==> config.mk <==
export PLATFORM = sky130hd
export DESIGN_NAME = segment_number_renderer_top
export DESIGN_NICKNAME = d
export VERILOG_FILES = /design/src/rtl/core/snr_pkg.sv /design/src/rtl/core/segment_number_renderer_top.sv /design/src/rtl/core/snr_render.sv
export SDC_FILE = /design/constraint.sdc
export NUM_CORES = 1
export LEC_CHECK = 0
export BUFFER_PORTS_ARGS = -buffer_cell sky130_fd_sc_hd__buf_4
export CAP_MARGIN = 20
export CORE_MARGIN = 3
export CORE_UTILIZATION = 45
export CTS_CLUSTER_SIZE = 30
export DETAILED_ROUTE_END_ITERATION = 16
export GPL_TIMING_DRIVEN = 1
export SLEW_MARGIN = 20
export SYNTH_ARGS = -nofsm -noshare
export SYNTH_HDL_FRONTEND = slang
export SYNTH_SLANG_ARGS = --single-unit
==> constraint.sdc <==
create_clock -name clk -period 13.7 [get_ports clk]
set_input_delay 2.055 -clock clk [delete_from_list [all_inputs] [get_ports clk]]
set_output_delay 2.055 -clock clk [all_outputs]
set_load 0.02 [all_outputs]
==> src/rtl/core/snr_pkg.sv <==
// Package for the segment number renderer: command codes, glyph and placement
// tables, and the per-byte mask type. No dependencies.
`timescale 1ns / 1ps
package snr_pkg;

  typedef enum logic [2:0] {
    CMD_BIG = 3'd0,
    CMD_SMALL = 3'd1,
    CMD_BATT = 3'd2,
    CMD_BLE = 3'd3,
    CMD_CONN = 3'd4
  } cmd_t;

  typedef enum logic [1:0] {
    ST_IDLE,
    ST_CLEAR,
    ST_RUN
  } state_t;

  localparam int MAP_BYTES = 32;
  typedef logic [MAP_BYTES-1:0][7:0] mask_t;

  localparam logic [3:0] GLYPH_L = 4'd10;
  localparam logic [3:0] GLYPH_O = 4'd11;
  localparam logic [3:0] GLYPH_H = 4'd12;
  localparam logic [3:0] GLYPH_I = 4'd13;
  localparam logic [3:0] GLYPH_NONE = 4'd15;

  // Segment set per glyph, bit s-1 for segment s.
  function automatic logic [12:0] glyph_segs(input logic [3:0] g);
    logic [12:0] r;
    case (g)
      4'd0: r = 13'h0FFF;
      4'd1: r = 13'h003E;
      4'd2: r = 13'h1BEF;
      4'd3: r = 13'h1AFF;
      4'd4: r = 13'h1E3E;
      4'd5: r = 13'h1EFB;
      4'd6: r = 13'h1FFB;
      4'd7: r = 13'h083F;
      4'd8: r = 13'h1FFF;
      4'd9: r = 13'h1EFF;
      4'd10: r = 13'h0FE2;
      4'd11: r = 13'h13F8;
      4'd12: r = 13'h1FBE;
      4'd13: r = 13'h0300;
      default: r = 13'h0000;
    endcase
    return r;
  endfunction

  // Byte (high 5 bits) and bit (low 3 bits) of segment s at a digit place.
  // Each row lists the last segment first.
  function automatic logic [7:0] place_map(input logic [2:0] p, input logic [3:0] s);
    logic [103:0] row;
    case (p)
      3'd0: row = {8'h4B, 8'h68, 8'h77, 8'h76, 8'h75, 8'h74, 8'h4A, 8'h39,
                   8'h38, 8'h47, 8'h46, 8'h45, 8'h4C};
      3'd1: row = {8'h25, 8'h32, 8'h34, 8'h35, 8'h36, 8'h28, 8'h2C, 8'h27,
                   8'h26, 8'h21, 8'h20, 8'h2F, 8'h33};
      3'd2: row = {8'h15, 8'h09, 8'h17, 8'h14, 8'h12, 8'h1F, 8'h10, 8'h11,
                   8'h13, 8'h16, 8'h08, 8'h0F, 8'h0E};
      3'd3: row = {8'h7F, 8'h73, 8'h71, 8'h7E, 8'h87, 8'h84, 8'h85, 8'h86,
                   8'h78, 8'h70, 8'h72, 8'h6A, 8'h69};
      3'd4: row = {8'h4F, 8'h57, 8'h48, 8'h4D, 8'h56, 8'h54, 8'h55, 8'h3B,
                   8'h44, 8'h41, 8'h42, 8'h43, 8'h4E};
      3'd5: row = {8'h19, 8'h30, 8'h3E, 8'h18, 8'h1B, 8'h1D, 8'h00, 8'h01,
                   8'h1C, 8'h1A, 8'h3F, 8'h2A, 8'h29};
      default: row = '0;
    endcase
    return row[s * 8 +: 8];
  endfunction

  // OR a glyph at a place into the set mask.
  function automatic mask_t draw(input mask_t m, input logic [3:0] g, input logic [2:0] p);
    mask_t r;
    logic [12:0] segs;
    logic [7:0] bb;
    r = m;
    segs = glyph_segs(g);
    for (int s = 0; s < 13; s++) begin
      bb = place_map(p, 4'(s));
      if (segs[s] && p <= 3'd5) r[bb[7:3]][bb[2:0]] = 1'b1;
    end
    return r;
  endfunction

endpackage

==> src/rtl/core/segment_number_renderer_top.sv <==
// Top level of the segment number renderer: buffer memory, digit split and dump.
// Depends on snr_pkg and snr_render.
// One read-modify-write is in flight at a time: each byte is read, modified, written
// back and presented before the next read starts, and output stalls hold it.
// Reset: a clearing pass zeroes the whole buffer; no command is taken meanwhile.
// scale resets to 1.
`timescale 1ns / 1ps
module segment_number_renderer_top #(
  parameter int BUF_BYTES = 18
) (
  input  logic        clk,
  input  logic        rst,
  input  logic        in_valid,
  output logic        in_ready,
  input  logic [2:0]  cmd,
  input  logic signed [15:0] number,
  input  logic [7:0]  symbol,
  input  logic        flag,
  input  logic [7:0]  level,
  input  logic        cfg_valid,
  output logic        cfg_ready,
  input  logic        cfg_data,
  output logic        out_valid,
  input  logic        out_ready,
  output logic [4:0]  byte_index,
  output logic [7:0]  byte_value,
  output logic        last
);

  localparam int AW = $clog2(BUF_BYTES);

  snr_pkg::state_t state, state_next;
  logic [7:0] mem [BUF_BYTES];
  logic scale;
  logic [AW-1:0] rd_addr, wr_addr;
  logic [AW:0] rd_cnt;
  logic rd_pend, wr_en;
  logic [7:0] rd_data, wr_data;
  logic [2:0] c_cmd;
  logic c_flag;
  logic [7:0] c_sym, c_lvl;
  logic c_hi, c_lo, c_pt, c_neg, c_one;
  logic [10:0] c_m;
  logic [3:0] c_h, c_t, c_u;
  snr_pkg::mask_t clr_m, set_m;

  // Number preprocessing on input: range checks, rounding and magnitude.
  logic signed [16:0] v17, vr;
  logic is_big, hi, lo, pt, ng;
  logic [14:0] mag, q;
  logic [10:0] m, h1, t1;
  logic [3:0] gh, gt, gu;
  always_comb begin
    is_big = (cmd == snr_pkg::CMD_BIG);
    v17 = 17'(number);
    hi = is_big ? (v17 > 17'sd19995) : (v17 > 17'sd9995);
    lo = v17 < -17'sd995;
    pt = !((is_big ? (v17 > 17'sd1999) : (v17 > 17'sd999)) || v17 < -17'sd99);
    vr = v17 + 17'sd5;
    mag = vr[16] ? 15'(-vr) : vr[14:0];
    q = 15'((32'(mag) * 32'd6554) >> 16);
    if (15'(q * 15'd10) > mag) q = q - 15'd1;
    if (pt) begin
      ng = v17[16];
      m = v17[16] ? 11'(-v17) : v17[10:0];
    end else begin
      ng = vr[16] && q != 15'd0;
      m = q[10:0];
    end
  end

  // Digit split of the registered magnitude, registered again before use.
  always_comb begin
    h1 = 11'((22'(c_m) * 22'd1311) >> 17);
    t1 = 11'((24'(c_m) * 24'd6554) >> 16);
    gu = 4'(c_m - 11'(t1 * 11'd10));
    gt = 4'(t1 - 11'(((22'(t1) * 22'd6554) >> 16) * 11'd10));
    gh = 4'(h1 - 11'(((22'(h1) * 22'd6554) >> 16) * 11'd10));
    if (c_m <= 11'd99) gh = snr_pkg::GLYPH_NONE;
    if (c_m <= 11'd9) gt = 4'd0;
  end

  snr_render u_render (
    .cmd(c_cmd), .flag(c_flag), .symbol(c_sym), .level(c_lvl), .scale(scale),
    .is_hi(c_hi), .is_lo(c_lo), .point(c_pt), .neg(c_neg), .one(c_one),
    .g_hund(c_h), .g_tens(c_t), .g_unit(c_u), .clr(clr_m), .set(set_m)
  );

  assign in_ready = (state == snr_pkg::ST_IDLE);
  assign cfg_ready = 1'b1;

  // Control.
  always_comb begin
    state_next = state;
    case (state)
      snr_pkg::ST_CLEAR: if (wr_addr == AW'(BUF_BYTES - 1)) state_next = snr_pkg::ST_IDLE;
      snr_pkg::ST_IDLE: if (in_valid) state_next = snr_pkg::ST_RUN;
      snr_pkg::ST_RUN: if (last && out_valid && out_ready) state_next = snr_pkg::ST_IDLE;
      default: state_next = snr_pkg::ST_IDLE;
    endcase
  end

  always_ff @(posedge clk) begin
    if (rst) begin
      state <= snr_pkg::ST_CLEAR;
      scale <= 1'b1;
      rd_cnt <= '0;
      rd_pend <= 1'b0;
      wr_en <= 1'b0;
      wr_addr <= '0;
      out_valid <= 1'b0;
    end else begin
      state <= state_next;
      if (cfg_valid) scale <= cfg_data;
      wr_en <= 1'b0;
      rd_pend <= 1'b0;
      if (state == snr_pkg::ST_CLEAR) wr_addr <= wr_addr + AW'(1);
      if (in_valid && in_ready) begin
        c_cmd <= cmd; c_flag <= flag; c_sym <= symbol; c_lvl <= level;
        c_hi <= hi; c_lo <= lo; c_pt <= pt; c_neg <= ng;
        c_one <= is_big && m > 11'd999;
        c_m <= m;
        rd_cnt <= '0;
      end
      // Digits are registered in the cycle after accept, before the first write back needs them.
      c_h <= gh; c_t <= gt; c_u <= gu;
      if (out_valid && out_ready) out_valid <= 1'b0;
      // One byte in flight: read, modify, write and present.
      if (state == snr_pkg::ST_RUN && !rd_pend && !wr_en && !out_valid &&
          rd_cnt < (AW+1)'(BUF_BYTES)) begin
        rd_addr <= rd_cnt[AW-1:0];
        rd_pend <= 1'b1;
        rd_cnt <= rd_cnt + (AW+1)'(1);
      end
      if (rd_pend) begin
        wr_en <= 1'b1;
        wr_addr <= rd_addr;
        wr_data <= (rd_data & ~clr_m[5'(rd_addr)]) | set_m[5'(rd_addr)];
      end
      if (wr_en && state == snr_pkg::ST_RUN) begin
        out_valid <= 1'b1;
        byte_index <= 5'(wr_addr);
        byte_value <= wr_data;
        last <= wr_addr == AW'(BUF_BYTES - 1);
      end
    end
  end

  // Buffer memory.
  always_ff @(posedge clk) begin
    if (state == snr_pkg::ST_CLEAR) mem[wr_addr] <= 8'h00;
    else if (wr_en) mem[wr_addr] <= wr_data;
    rd_data <= mem[rd_cnt[AW-1:0]];
  end

  a_no_accept_busy: assert property (@(posedge clk) disable iff (rst)
    state == snr_pkg::ST_RUN |-> !in_ready) else $error("accept while busy");
  a_out_in_run: assert property (@(posedge clk) disable iff (rst)
    out_valid |-> state == snr_pkg::ST_RUN) else $error("output outside run");
  a_wr_after_rd: assert property (@(posedge clk) disable iff (rst)
    rd_pend |=> wr_en) else $error("lost write back");

endmodule

==> src/rtl/core/snr_render.sv <==
// Command decoder: turns one registered command into per-byte clear and set masks.
// Depends on snr_pkg. Digit values arrive already split by the top level.
`timescale 1ns / 1ps
module snr_render (
  input  logic [2:0]  cmd,
  input  logic        flag,
  input  logic [7:0]  symbol,
  input  logic [7:0]  level,
  input  logic        scale,
  input  logic        is_hi,
  input  logic        is_lo,
  input  logic        point,
  input  logic        neg,
  input  logic        one,
  input  logic [3:0]  g_hund,
  input  logic [3:0]  g_tens,
  input  logic [3:0]  g_unit,
  output snr_pkg::mask_t clr,
  output snr_pkg::mask_t set
);

  logic [2:0] base;
  logic [7:0] t0, t1, t2, t3, t4;

  // Bar thresholds by scale.
  always_comb begin
    if (scale) begin
      t0 = 8'd32; t1 = 8'd66; t2 = 8'd98; t3 = 8'd134; t4 = 8'd166;
    end else begin
      t0 = 8'd16; t1 = 8'd33; t2 = 8'd49; t3 = 8'd67; t4 = 8'd83;
    end
  end

  // Mask build per command.
  always_comb begin
    clr = '0;
    set = '0;
    base = (cmd == snr_pkg::CMD_SMALL) ? 3'd3 : 3'd0;
    case (cmd)
      snr_pkg::CMD_BIG, snr_pkg::CMD_SMALL: begin
        if (cmd == snr_pkg::CMD_BIG) begin
          clr[1] = 8'hFF; clr[2] = 8'hFF; clr[3] = 8'hC0; clr[4] = 8'hFF;
          clr[5] = 8'h91; clr[6] = 8'h7C; clr[7] = 8'h03; clr[8] = 8'hE0;
          clr[9] = 8'h1C; clr[13] = 8'h01; clr[14] = 8'hF0; clr[15] = 8'h3E;
          if (symbol[5]) set[1] = set[1] | 8'h0C;
          if (symbol[6]) set[1] = set[1] | 8'h10;
          if (symbol[7]) set[1] = set[1] | 8'h20;
        end else begin
          clr[0] = 8'h07; clr[3] = 8'h3F; clr[5] = 8'h0E; clr[6] = 8'h01;
          clr[7] = 8'hC8; clr[8] = 8'h1E; clr[9] = 8'hE1; clr[10] = 8'hF0;
          clr[13] = 8'h06; clr[14] = 8'h0F; clr[15] = 8'hC1; clr[16] = 8'hF0;
          if (flag) set[5] = set[5] | 8'h08;
        end
        if (is_hi) begin
          set = snr_pkg::draw(set, snr_pkg::GLYPH_H, base);
          set = snr_pkg::draw(set, snr_pkg::GLYPH_I, base + 3'd1);
        end else if (is_lo) begin
          set = snr_pkg::draw(set, snr_pkg::GLYPH_L, base);
          set = snr_pkg::draw(set, snr_pkg::GLYPH_O, base + 3'd1);
        end else begin
          if (point) begin
            if (cmd == snr_pkg::CMD_BIG) set[3] = set[3] | 8'h40;
            else set[0] = set[0] | 8'h04;
          end
          if (neg) begin
            if (cmd == snr_pkg::CMD_BIG) set[9] = set[9] | 8'h08;
            else set[15] = set[15] | 8'h80;
          end
          if (one) set[15] = set[15] | 8'h3E;
          set = snr_pkg::draw(set, g_hund, base);
          set = snr_pkg::draw(set, g_tens, base + 3'd1);
          set = snr_pkg::draw(set, g_unit, base + 3'd2);
        end
      end
      snr_pkg::CMD_BATT: begin
        clr[5] = 8'h60; clr[6] = 8'h82; clr[7] = 8'h30;
        if (flag) begin
          set[7][4] = 1'b1;
          set[5][6] = level >= t0;
          set[5][5] = level >= t1;
          set[6][7] = level >= t2;
          set[6][1] = level >= t3;
          set[7][5] = level >= t4;
        end
      end
      snr_pkg::CMD_BLE: begin
        clr[9] = 8'h02;
        if (flag) set[9] = 8'h02;
      end
      snr_pkg::CMD_CONN: begin
        clr[7] = 8'h04;
        if (flag) set[7] = 8'h04;
      end
      default: ;
    endcase
  end

endmodule
==> run summary, run 1 <==
The number of buffers added on ports came out at 52. In the synthesized netlist, mux cells make up 4.98% of the area. The logs give 0 for the final max-slew violation count and 3114 for the placed cell count. The path class of the tightest hold or removal check is flop to flop. The tool flagged a number of max-cap violations equal to 0. The worst register-to-register path begins at c_m[9].

The final routed wirelength across all metal layers was 59400 um. The row count came out at 85. For this run, the total global-route usage over all layers was measured as 20.6%.

Total overflow reported by the global router: 0. The detail route stage leaves a number of antenna-violating nets equal to 0. Adding up every negative setup slack in the final design gives 0 ps.

The first routing iteration left 1126 violations. For the worst setup path, the data arrival time is 13280 ps. After synthesis the cells add up to 0.0248 sq mm. The Yosys step of the flow raised 0 warnings.

The critical path buffer and inverter count is 9, and the CTS buffer count is 27. Setup repair after global routing left no endpoint under its margin. Cells with a size suffix above 1 make up 9.68% of the layout. Averaged over all synthesized cells, the footprint is 10.3 sq um. The part of the Yosys area used for sequential elements was 31.1%; the largest driver fanout on the critical path was 16.

The run finished with clean final reports. The number of nets in the synthesized netlist is 2959. Once detailed placement completed, the half-perimeter wirelength came to 46000 um. STA classifies the critical path startpoint as a primary input. At the pin with the least slew margin, the transition time is 1030 ps. The via count normalized by instance count was 5.62. The worst path in the final design needs a cycle of 12900 ps, including I/O delays and setup.

The number of unique standard cell types used by synthesis came out at 92. The chip height works out to 241 um. Synthesis inferred 278 register bits. The critical path's most frequent cell was sky130_fd_sc_hd__ha_1. After clock tree synthesis, the clock-pin slew on the worst setup and hold paths is 70 ps. Of the total synthesized cell area, the portion taken by full adders, half adders and majority gates is 30.5%. The initial utilization of the core area, before any placement, comes to 45.8%. Clock sink count: 278. The first global-routing pass estimated 95400 um of wire. The number of global-route vias before repair was 17700. The worst hold path begins at wr_data[4].

Setup violations remaining at the end of the flow were counted as 0. Hold repair after CTS inserted 0 buffers. The simple-gate share of the synthesized area is 10.2%.

The number of instances in the synthesized netlist is 2397. The largest individual stage delay along the critical path comes from the cell sky130_fd_sc_hd__fa_1. The die is 241 um wide.

Setup slack on the worst reg-to-reg path comes out at 2120 ps. The share of the core filled with cells in the final layout is 50.0%, and the timing-limited maximum frequency is 77.5 MHz. The cell family contributing the most delay on the critical path is adder cells.

The average routed wire per standard cell was 18.7 um. The tree is rooted in a sky130_fd_sc_hd__clkbuf_16. The final count of hold timing violations is 0, and the share of the synthesized netlist area taken by xor and xnor gates is 4.61%. Once the clock tree was built, the setup fixing pass inserted 0 buffers. The tools report the placer's final routability congestion estimate as 0.916. 59 I/O pins were placed. Across all layers, the routed design uses 17800 vias. The finished layout holds 3168 standard cells, fillers aside. Number of cells on the worst hold path: 0. In the routed design, unresolved DRC markers number 0. The worst clock skew was 11.4 ps. In the synthesized netlist the dominant register cell turns out to be sky130_fd_sc_hd__edfxtp_1. The die outline area is 0.0579 sq mm, and the post-cts repair resize count is 0. TritonCTS built the clock tree. The maximum level of the CTS H-tree is 1. The run gives 4 as the initial antenna violation count. End point of the most critical hold path: byte_value[4].

After synthesis, the largest family of logic cells by area is adder cells. The number of cells on the worst reg-to-reg path is 43, and the buffer levels on the longest clock path is 3. Entering global routing, the biggest net connects 48 pins.

The async set or reset register ratio after synthesis was 0%. The delay of the slowest critical-path stage is 570 ps. The core region is 0.0541 sq mm. The worst setup path is captured at a flop. The post-layout net count is 3011, and the number of search-and-repair iterations in the first detailed-routing pass is 5. The class of the most critical setup path is primary input to flop.

At the worst endpoint, the required time is 14080 ps. The clock latency on the worst-skew pair is 550 ps. The worst pin sits at a relative slew slack of 31.5%. From synthesis to final layout, the design area changed by 9.23%. The synthesized netlist devotes 11.9% of its cell area to compound gates. Of the available clock period, the critical path in the final layout requires 94.2%. Count of flip-flops with a built-in enable after synthesis: 214.
[how the worst max path moves through the flow]
stage                     startpoint  endpoint  slack (ps)  depth (start not counted)
after floorplan            number[0]     c_neg         530                         48
after global placement     number[1]     c_one         110                         51
after detailed placement   number[1]     c_neg          90                         51
after CTS                  number[1]     c_one         580                         51
after global routing       number[1]     c_one          30                         53
final                      number[1]     c_one         800                         54
[final cells by class]
class	instances	area, sq um
clock inverters	10	70.1
repair buffers	113	881
clock buffers	40	776
inverters	351	1320
flip-flops and latches	278	7710
fillers	4905	27100
multi-input cells	1678	15400
diodes	2	5.00
well taps	696	871
[cell families after synthesis]
logic type,after synthesis
simple gates,520
compound gates,443
xor+xnor,122
mux,72
other cells,1
flops,278
fa+ha+maj,520
buf+inv,441
[cell usage after synthesis (41+ instances only)]
cell type,instances,area (sq um)
sky130_fd_sc_hd__edfxtp_1,214,6430
sky130_fd_sc_hd__dfxtp_1,64,1280
sky130_fd_sc_hd__xor2_1,43,377
sky130_fd_sc_hd__inv_1,350,1310
sky130_fd_sc_hd__fa_1,139,2780
sky130_fd_sc_hd__xnor2_1,74,648
sky130_fd_sc_hd__a21oi_1,117,586
sky130_fd_sc_hd__nand2_1,123,462
sky130_fd_sc_hd__nand3_1,41,205
sky130_fd_sc_hd__nor2_1,161,604
sky130_fd_sc_hd__clkbuf_1,64,240
sky130_fd_sc_hd__ha_1,381,4770
sky130_fd_sc_hd__o21ai_0,97,485
[placed cells by master, fill, tap and decap left out, types with 41 or more instances in the layout]
master / Yosys / layout
sky130_fd_sc_hd__ha_1: 381 / 381
sky130_fd_sc_hd__inv_1: 350 / 350
sky130_fd_sc_hd__edfxtp_1: 214 / 214
sky130_fd_sc_hd__nor2_1: 161 / 160
sky130_fd_sc_hd__fa_1: 139 / 139
sky130_fd_sc_hd__nand2_1: 123 / 123
sky130_fd_sc_hd__a21oi_1: 117 / 117
sky130_fd_sc_hd__buf_4: 2 / 111
sky130_fd_sc_hd__o21ai_0: 97 / 96
sky130_fd_sc_hd__xnor2_1: 74 / 74
sky130_fd_sc_hd__dfxtp_1: 64 / 63
sky130_fd_sc_hd__xor2_1: 43 / 42
sky130_fd_sc_hd__nand3_1: 41 / 41
[per-layer routing]
layer  share of wire (%)  wire, um  up-vias  track usage (%)
met5               0.037        22        -                0
met4                 2.4      1400        4             5.43
met3                 4.4      2590      105             2.16
met2                  49     28900      435             35.4
met1                  45     26500     8675             28.0
li1                    -         -     8576                -
[through the flow]
step | setup WS, ps | area [sq um] | hold WS, ps
2_1_floorplan | 531 | 24800 | 406
3_3_place_gp | 108 | 26200 | 445
3_5_place_dp | 93.9 | 26200 | 440
4_1_cts | 585 | 27000 | 455
5_1_grt | 34.1 | 27100 | 460
6_report | 799 | 27100 | 455
[worst register-to-register path, delay by kind of cell, from the launching register on]
family	cells	cell delay (ps)
fa+ha+maj	13	5270
flops	1	800
compound gates	15	2800
xor+xnor	7	1430
simple gates	2	320
mux	1	200
buf+inv	5	660
Power of run 1 is left out: the tool's default activity adds up to more than one toggle a clock period on the data nets, which glitch-free logic cannot reach.
==> inputs of run 2 (changes only) <==
--- a/config.mk
+++ b/config.mk
@@ -7,3 +7,3 @@
 export LEC_CHECK = 0
-export BUFFER_PORTS_ARGS = -buffer_cell sky130_fd_sc_hd__buf_4
+export BUFFER_PORTS_ARGS = -buffer_cell sky130_fd_sc_hd__buf_2
 export CAP_MARGIN = 20
@@ -11,3 +11,2 @@
 export CORE_UTILIZATION = 45
-export CTS_CLUSTER_SIZE = 30
 export DETAILED_ROUTE_END_ITERATION = 16
--- a/constraint.sdc
+++ b/constraint.sdc
@@ -3,2 +3,2 @@
 set_output_delay 2.055 -clock clk [all_outputs]
-set_load 0.02 [all_outputs]
+set_load 0.05 [all_outputs]
==> run summary, run 2 (synthesis results as in run 1) <==
The data arrival at the endpoint of the critical path came out at 13490 ps. Clock tree synthesis inserted a total of 27 buffers. Measured against its own limit, the worst slew margin works out to 29.7%. The logs give 0.0541 sq mm for the area inside the core boundary and 46200 um for the post-DP HPWL. The critical path buffer and inverter count came out at 9. The number of buffers added on ports was 52. Measured along the y axis, the die boundary spans 241 um. The clock transition at the registers of the reported paths came out at 60 ps.

The library cell used most frequently in the layout, excluding fill and tap cells, is sky130_fd_sc_hd__ha_1. STA classifies the critical path endpoint as a flop. The run gives 560 ps as the clock latency on the worst-skew pair. The longest clock path from root to sink contains 3 buffers. Static timing analysis puts the maximum clock frequency at 76.2 MHz. For this run, the number of standard cells in the final layout without fillers is 3171. The final max-slew violation count was 0; the worst clock skew was 10.8 ps.

The reg-to-reg startpoint was c_m[9]. The net count of the finished layout is 3015. The first global-routing pass estimated 95600 um of wire. Family of cells with the greatest summed delay on the critical path: adder cells. 59 I/O pins were placed. Summing over every cut layer, the via total after detailed routing is 17800.

Data on the critical path is required at its endpoint by 14070 ps. Slowest cell on the critical path: sky130_fd_sc_hd__fa_1. Critical path startpoint category: a primary input. The run finished with clean final reports. The run gives 52 as the maximum number of pins on one net before global-route repair. The accumulated negative setup slack came out at 0 ps. The clock tree root driver cell was sky130_fd_sc_hd__clkbuf_16. Along the worst path, the maximum fanout reaches 16.

The tools report the maximum level of the CTS H-tree as 1. In this run the most critical hold path is launched from wr_data[2]. The critical path's most frequent cell was sky130_fd_sc_hd__ha_1. Counting the fill cells in the layout gives 4905. The DRC violation count after routing came out at 0.

After detailed routing, the total wire length is 59300 um. In the layout the commonest cells are 381 x sky130_fd_sc_hd__ha_1, 350 x sky130_fd_sc_hd__inv_1, 214 x sky130_fd_sc_hd__edfxtp_1. The placer's final routability congestion estimate came out at 0.895. The detailed router put a total of 25600 um of wire on met1. Global routing finished with a remaining overflow of 0. The actual transition at the worst max-transition pin was 1050 ps; the initial standard-cell utilization of the core was 45.8%.

Number of DRC markers in iteration 0: 1161. TritonCTS built the clock tree. For the initial antenna violation count, the log shows 3. The number of nets with antenna violations after detailed routing was 0. The area occupied by multi-input gates came out at 0.0154 sq mm. The final worst-path cycle share is 95.8%, and the footprint of the flip-flops and latches is 0.00771 sq mm. The type of the tightest min-delay check was flop to flop. The die covers 0.0579 sq mm. In the global route stage, overall resource usage came out at 20.8%. The worst setup path is of the primary input to flop kind.

Average routed wire per standard cell: 18.7 um. The logs give 17800 for the number of global-route vias before repair and 0 for the final count of hold timing violations. The area overhead of the layout relative to synthesis came out at 9.33%. The logs give 278 for the clock sink count and 0.0261 sq mm for the instance area after placement. The row count is 85, and the number of cells on the worst reg-to-reg path is 43.

The share of cells above drive strength 1 is 10.1%, and the wire length on met2 is 29000 um. The worst register-to-register path has a setup slack of 2180 ps. The placed cell count came out at 3118. The minimum clock period is 13120 ps, and the post-route cell area is 0.0271 sq mm. The die width came out at 241 um. The via count normalized by instance count is 5.61, and the number of buffers added to fix hold violations after cts is 0. The count of maximum capacitance violations is 0.

For this run, the share of the core covered by cells in the final layout is 50.1%. Setup repair after global routing left no endpoint under its margin. For hold timing, the worst endpoint is byte_value[2]. The pre-antenna-repair detailed-routing pass consisted of 6 iterations. Counting instances, the worst hold path has a depth of 0.

The tools report the start point of the critical path as number[1]. The largest single stage delay on the critical path is 550 ps. The tools report the routed length on met3 as 2840 um.

Routed signal wires occupy layers up through met5. Setup violations remaining at the end of the flow were counted as 0.
-- run 2: what timing repair did --
| item | 4_1_cts | 5_1_grt |
|---|---|---|
| gates resized for setup | 0 | 3 |
| buffers inserted | 0 | 2 |
| setup endpoints to repair | 0 | 2 |
-- run 2: through the flow --
| step | hold WS, ps | worst slack [ps] |
|---|---|---|
| floorplan | 406 | 531 |
| global placement | 437 | 202 |
| detailed placement | 431 | 58.8 |
| CTS | 446 | 540 |
| global route | 478 | 15.6 |
| finish | 450 | 578 |
-- run 2: how the worst max path moves through the flow --
stage                     endpoint  slack (ps)  cells after the start
after floorplan              c_neg         530                     48
after global placement       c_one         200                     52
after detailed placement     c_one          60                     52
after CTS                    c_one         540                     52
after global routing         c_one          20                     50
final                        c_one         580                     50
-- run 2: layer usage --
metal	vias up	global-route usage, %
li1	8576	-
met1	8649	27.3
met2	449	36.1
met3	103	2.43
met4	4	6.39
met5	-	0
-- run 2: layout make-up --
type / count / area share [%]
Clock buffer: 31 / 2.82
Tap cell: 696 / 3.21
Clock inverter: 19 / 0.886
Inverter: 351 / 4.86
Antenna cell: 1 / 0.00923
Sequential cell: 278 / 28.4
Multi-Input combinational cell: 1678 / 57.0
Timing Repair Buffer: 117 / 2.81
Power of run 2 is left out for the same reason.
